## src/design/assert_macros.svh

```systemverilog
// Assertion helpers shared by the design modules.
`ifndef ASSERT_MACROS_SVH
`define ASSERT_MACROS_SVH

// Clocked check, off while reset is asserted
`define LSI_ASSERT(lbl, clk, rst_n, prop, msg) \
    lbl: assert property (@(posedge clk) disable iff (!rst_n) prop) else $error(msg);

// Clocked check, active in every cycle
`define LSI_ASSERT_ALWAYS(lbl, clk, prop, msg) \
    lbl: assert property (@(posedge clk) prop) else $error(msg);

`endif

```

## src/design/lsi_pkg.sv

```systemverilog
package lsi_pkg;

    localparam int TABLE_DEPTH = 256;
    localparam int IW          = $clog2(TABLE_DEPTH);
    localparam int CNT_W       = 9;
    localparam int IDX_W       = 8;
    localparam int XW          = 32;
    localparam int INT_W       = 48;
    localparam int PROD_W      = 2 * (XW + 1);
    localparam int ACC_W       = PROD_W + IW + 2;
    localparam int FRAC_SH     = 17;
    localparam int SHW         = ACC_W - FRAC_SH;
    localparam int DIV_N       = PROD_W - 1;
    localparam int DCW         = $clog2(DIV_N + 1);

    localparam logic CMD_LOAD  = 1'b0;
    localparam logic CMD_QUERY = 1'b1;

    localparam logic [1:0] ST_OK   = 2'd0;
    localparam logic [1:0] ST_ZERO = 2'd1;
    localparam logic [1:0] ST_SAT  = 2'd2;

    typedef enum logic [3:0] {
        S_IDLE,
        S_SRCH,
        S_CMP,
        S_SEG,
        S_MUL,
        S_DIV,
        S_IV,
        S_IRD,
        S_IMUL,
        S_IACC,
        S_LMUL,
        S_LACC,
        S_FIN
    } t_state;

    typedef enum logic [1:0] {
        RD_MID,
        RD_LO,
        RD_IT
    } t_rdsel;

    typedef struct packed {
        logic   load_we;
        logic   q_start;
        logic   rd_en;
        t_rdsel rd_sel;
        logic   srch_upd;
        logic   seg_mul;
        logic   div_start;
        logic   div_step;
        logic   iv_calc;
        logic   trap_mul;
        logic   last_mul;
        logic   acc_add;
        logic   it_inc;
        logic   out_load;
    } t_cmd;

    typedef struct packed {
        logic span_gt1;
        logic seg_zero;
        logic div_done;
        logic it_lt_lo;
    } t_stat;

endpackage

```

## src/design/lsi_ctrl.sv

```systemverilog
`include "assert_macros.svh"

module lsi_ctrl (
    input  logic           i_clk,
    input  logic           i_rst_n,
    input  logic           i_s_valid,
    input  logic           i_s_kind,
    input  logic           i_m_ready,
    input  lsi_pkg::t_stat i_stat,
    output logic           o_s_ready,
    output logic           o_m_valid,
    output lsi_pkg::t_cmd  o_cmd
);

    lsi_pkg::t_state r_state, n_state;
    logic            r_ovalid, n_ovalid;

    // State and output-valid registers
    always_ff @(posedge i_clk) begin
        if (!i_rst_n) begin
            r_state  <= lsi_pkg::S_IDLE;
            r_ovalid <= 1'b0;
        end else begin
            r_state  <= n_state;
            r_ovalid <= n_ovalid;
        end
    end

    // Write a load while idle; sequence a query through search, division and trapezoid sum
    always_comb begin
        n_state   = r_state;
        o_cmd     = '0;
        o_cmd.rd_sel = lsi_pkg::RD_MID;
        o_s_ready = 1'b0;
        unique case (r_state)
            lsi_pkg::S_IDLE: begin
                o_s_ready = 1'b1;
                if (i_s_valid) begin
                    if (i_s_kind == lsi_pkg::CMD_LOAD) begin
                        o_cmd.load_we = 1'b1;
                    end else begin
                        o_cmd.q_start = 1'b1;
                        n_state = lsi_pkg::S_SRCH;
                    end
                end
            end
            lsi_pkg::S_SRCH: begin
                o_cmd.rd_en = 1'b1;
                if (i_stat.span_gt1) begin
                    o_cmd.rd_sel = lsi_pkg::RD_MID;
                    n_state = lsi_pkg::S_CMP;
                end else begin
                    o_cmd.rd_sel = lsi_pkg::RD_LO;
                    n_state = lsi_pkg::S_SEG;
                end
            end
            lsi_pkg::S_CMP: begin
                o_cmd.srch_upd = 1'b1;
                n_state = lsi_pkg::S_SRCH;
            end
            lsi_pkg::S_SEG: begin
                o_cmd.seg_mul = 1'b1;
                n_state = lsi_pkg::S_MUL;
            end
            lsi_pkg::S_MUL: begin
                if (i_stat.seg_zero) begin
                    n_state = lsi_pkg::S_IRD;
                end else begin
                    o_cmd.div_start = 1'b1;
                    n_state = lsi_pkg::S_DIV;
                end
            end
            lsi_pkg::S_DIV: begin
                if (i_stat.div_done) begin
                    n_state = lsi_pkg::S_IV;
                end else begin
                    o_cmd.div_step = 1'b1;
                end
            end
            lsi_pkg::S_IV: begin
                o_cmd.iv_calc = 1'b1;
                n_state = lsi_pkg::S_IRD;
            end
            lsi_pkg::S_IRD: begin
                if (i_stat.it_lt_lo) begin
                    o_cmd.rd_en  = 1'b1;
                    o_cmd.rd_sel = lsi_pkg::RD_IT;
                    n_state = lsi_pkg::S_IMUL;
                end else begin
                    n_state = lsi_pkg::S_LMUL;
                end
            end
            lsi_pkg::S_IMUL: begin
                o_cmd.trap_mul = 1'b1;
                n_state = lsi_pkg::S_IACC;
            end
            lsi_pkg::S_IACC: begin
                o_cmd.acc_add = 1'b1;
                o_cmd.it_inc  = 1'b1;
                n_state = lsi_pkg::S_IRD;
            end
            lsi_pkg::S_LMUL: begin
                o_cmd.last_mul = 1'b1;
                n_state = lsi_pkg::S_LACC;
            end
            lsi_pkg::S_LACC: begin
                o_cmd.acc_add = 1'b1;
                n_state = lsi_pkg::S_FIN;
            end
            lsi_pkg::S_FIN: begin
                // Load the output register once the previous result is gone
                if (!r_ovalid || i_m_ready) begin
                    o_cmd.out_load = 1'b1;
                    n_state = lsi_pkg::S_IDLE;
                end
            end
            default: begin
                n_state = lsi_pkg::S_IDLE;
            end
        endcase
    end

    // Hold the result until the transfer completes
    always_comb begin
        n_ovalid = r_ovalid;
        if (o_cmd.out_load) begin
            n_ovalid = 1'b1;
        end else if (i_m_ready) begin
            n_ovalid = 1'b0;
        end
    end

    assign o_m_valid = r_ovalid;

    `LSI_ASSERT(a_fin_free, i_clk, i_rst_n, (r_state == lsi_pkg::S_FIN) && !r_ovalid |=> (r_state == lsi_pkg::S_IDLE) && r_ovalid, "finished result not loaded into free output register")

endmodule

```

## config.mk

```make
export PLATFORM = sky130hd
export DESIGN_NAME = lsi_ctrl
export DESIGN_NICKNAME = d
export VERILOG_FILES = /design/src/design/lsi_pkg.sv /design/src/design/lsi_ctrl.sv
export VERILOG_INCLUDE_DIRS = /design/src /design/src/design
export SDC_FILE = /design/constraint.sdc
export NUM_CORES = 1
export LEC_CHECK = 0
export BUFFER_PORTS_ARGS = -buffer_cell sky130_fd_sc_hd__buf_2
export CORE_AREA = 2 2 39 41
export CTS_CLUSTER_SIZE = 10
export DETAILED_ROUTE_END_ITERATION = 8
export DIE_AREA = 0 0 41 43
export HOLD_SLACK_MARGIN = 0.05
export PLACE_DENSITY = 0.67
export SETUP_SLACK_MARGIN = 0.05
export SLEW_MARGIN = 30
export SYNTH_ARGS = -nofsm -noshare
export SYNTH_HDL_FRONTEND = slang
export SYNTH_SLANG_ARGS = --single-unit
```

## constraint.sdc

```tcl
create_clock -name i_clk -period 2.3 [get_ports i_clk]
set_input_delay 0.46 -clock i_clk [delete_from_list [all_inputs] [get_ports i_clk]]
set_output_delay 0.46 -clock i_clk [all_outputs]
set_load 0.01 [all_outputs]
```

### Yosys cells after proc, flatten, opt, wreduce, memory -nomap -nowiden

Cells that the tools add are included.
Widths: inputs -> output; s select.

* muxes and demuxes: 31
* equality and inequality tests: 16
* reductions and logical operators: 7

Operators by type and width (number)
* $pmux 4 s12: 1
* $eq 4x4->1 const B: 5
* $mux 1: 20
* $eq 4x3->1 const B: 4
* $mux 4: 4
* $eq 4x2->1 const B: 2
* $mux 2: 4
* $ne 2x2->1 const B: 4
* $pmux 3 s2: 1
* $eq 4x1->1 const B: 1
* $logic_not 4->1: 1
* $reduce_and 4->1: 1
* $reduce_or 2->1: 2
* $mux 3: 1
* $reduce_bool 2->1: 1
* $logic_not 1->1: 1
* $logic_or 1x1->1: 1

* bits of input ports: 9
* word-level logic and storage cells: 56
* output and inout bits: 17
* register bits: 5

### Logic depth before layout (Yosys ltp)

* word-level depth: 5
* mapped depth: 5
* mapped depth without buffers: 4

### Worst setup path before layout

Ideal clock, no wire load.

* path kind: register to output
* start: register r_state[1]
* end: output o_cmd[14] in the netlist's numbering
* data arrival time: 1.278 ns
* data required time: 1.840 ns
* buffers on the path: 1
* slack: 0.562 ns
* cell stages (with the launch flop): 4
* cells stage by stage: dfxtp_1 > buf_6 > or4_4 > nor3b_1

RTL lines
* start: declaration: line lsi_ctrl.sv:15 `lsi_pkg::t_state r_state, n_state;`
* start signal: assignment: line lsi_ctrl.sv:21 `r_state <= lsi_pkg::S_IDLE;`
* start signal: assignment: line lsi_ctrl.sv:24 `r_state <= n_state;`
* end: declaration: line lsi_ctrl.sv:12 `output lsi_pkg::t_cmd o_cmd`

==> impl_metrics.env <==
export IMPL_status="finished, final reports clean"
export IMPL_setup_viol=0
export IMPL_insertion_delay_ps=250
export IMPL_cp_startpoint="r_state[1]"
export IMPL_drive_above_1_share_pct=39.1
export IMPL_hold_start="i_rst_n"
export IMPL_place_congestion=0.803
export IMPL_max_stage_delay_ps=620
export IMPL_path_class="flip-flop to output port"
export IMPL_antenna_found_initial=0
export IMPL_cts_resized=0
export IMPL_netlist_area_um2=480
export IMPL_root_buffer="clkbuf_4"
export IMPL_hold_buffers=0
export IMPL_vias_per_cell=5.20
export IMPL_drv_slew=0
export IMPL_path_cells="or4_4 -> nor3b_1 -> buf_2"
export IMPL_grt_max_degree=19
export IMPL_worst_ep_arrival_time_ps=1660
export IMPL_postSynth_asyncResetShare_pct=0
export IMPL_path_clk_slew_ps=50
export IMPL_synth_seq_cells=5
export IMPL_netlist_instances=67
export IMPL_synth_edf_count=0
export IMPL_num_rows=14
export IMPL_die_area_um2=1760
export IMPL_finalNonFillerCells=108
export IMPL_fin_setup_tns_ps=0
export IMPL_p_leak_nw=0.306
export IMPL_area_growth_pct=32.8
export IMPL_die_w_um=41
export IMPL_synthTopCellsByArea="dfxtp_1, nor2_1, nor3_1"
export IMPL_hold_violations=0
export IMPL_overflow=0
export IMPL_diodes=0
export IMPL_regToRegStartpoint="r_state[1]"
export IMPL_drc=0
export IMPL_drt_iter0_drc=11
export IMPL_dpl_hpwl_um=898
export IMPL_start_kind="flip-flop"
export IMPL_clkSinkCount=5
export IMPL_cts_tree="built"
export IMPL_synth_top_flop_cell="dfxtp_1"
export IMPL_max_freq_mhz=472
export IMPL_yosysMostFrequentCell="nor2_1"
export IMPL_whs_ps=485
export IMPL_cp_end_kind="output port"
export IMPL_grt_first_pass_wirelength_um=1840
export IMPL_wl_per_cell_um=11.1
export IMPL_track_usage_pct=15.0
export IMPL_powerDensity_nw_per_um2=424
export IMPL_vias=562
export IMPL_max_cap_violations=0
export IMPL_period_needed_ps=2120
export IMPL_core_um2=1380
export IMPL_io_pins=26
export IMPL_synth_commonest_cells="nor2_1, dfxtp_1, nand2_1, nor3_1, o21ai_0"
export IMPL_fin_skew_ps=3.45
export IMPL_first_global_vias=444
export IMPL_synth_area_leader_cell="dfxtp_1"
export IMPL_synth_distinct_cells=34
export IMPL_io_buffers=25
export IMPL_hold_class="primary input to flip-flop"
export IMPL_cp_num_buf_inv=1
export IMPL_syn_num_nets=76
export IMPL_rsz0062_at_grt="false"
export IMPL_postSynthAreaPerCell_um2=7.17
export IMPL_required_ps=1840
export IMPL_finalPower_mw=0.271
export IMPL_finalNetCount=102
export IMPL_wirelength_um=1200
export IMPL_worst_pin_slew_ps=488
export IMPL_numCtsBuffers=3
export IMPL_cts_setup_buffers=0
export IMPL_crit_slowest_cell="or4_4"
export IMPL_clockBufferDepth=2
export IMPL_cp_top_family="simple AND/OR/NAND/NOR gates"
export IMPL_period_share_pct=92.0
export IMPL_die_h_um=43
export IMPL_seq_area_frac_synth_pct=20.8
export IMPL_h_tree_depth=1
export IMPL_cp_max_fo=17
export IMPL_netlist_area_leader_share_pct=20.8
export IMPL_dp_cells=104
export IMPL_antenna_left=0
export IMPL_ir_worst_vdd_uv=200
export IMPL_dr_pass1_iters=4
export IMPL_slew_headroom_pct=67.4
export IMPL_initial_core_util_pct=34.7
export IMPL_ys_warn_count=0
power by group:
part,total (mW),switching [mW],internal [mW],leakage [nW]
clock,0.104,0.0384,0.0658,0.0150
sequential,0.0983,0.00795,0.0903,0.0406
combinational,0.0682,0.0366,0.0316,0.251
total,0.271,0.0830,0.188,0.306
final timing paths:
path / end / slack, ps / cells past startpoint
setup / recovery: o_cmd[14] / 180 / 3
hold / removal: o_m_valid / 490 / 2
setup reg to reg: r_state[3] / 700 / 3
hold reg to reg: r_state[0] / 670 / 2
metrics by stage:
step                      worst slack, ps  area, um^2  util [%]
after floorplan                       562         480         -
after detailed placement              454         612      44.2
final                                 184         638      46.1
after global placement                481         612      44.2
after global routing                  127         638      46.1
after CTS                             186         638      46.1
metal layers:
layer | up-vias | routed length (um) | global-route usage, %
met5 | - | 0 | 0
met1 | 250 | 580 | 20.5
met4 | 0 | 0 | 4.00
met3 | 0 | 70 | 6.28
li1 | 293 | - | -
met2 | 19 | 548 | 21.3
layout by cell type, fill, tap and decap left out, types with 2 or more instances in the layout:
cell	instances
buf_2	25
nor2_1	7
dfxtp_1	5
nor3_1	4
nand2_1	4
o21ai_0	4
buf_4	4
nor2b_1	3
nand2b_1	3
inv_1	3
nor4_1	3
clkbuf_4	3
nand3_1	2
o21a_1	2
a21oi_1	2
flip-flops by register name, summed over array words and instances (netlist names):
register / flops
o_m_valid: 1
r_state: 4
final cells by class:
type,instances,area [um^2]
fill,160,746
multi-input combinational,51,325
timing repair buffer,29,155
sequential,5,100
clock buffer,4,26.3
tap,16,20.0
inverter,3,11.3
kinds of logic after synthesis:
kind of cell	synth area share, %
simple gates	40.6
compound gates	27.1
buf+inv	11.5
flops	20.8
Note: power is estimated with default switching activity, not from simulation.
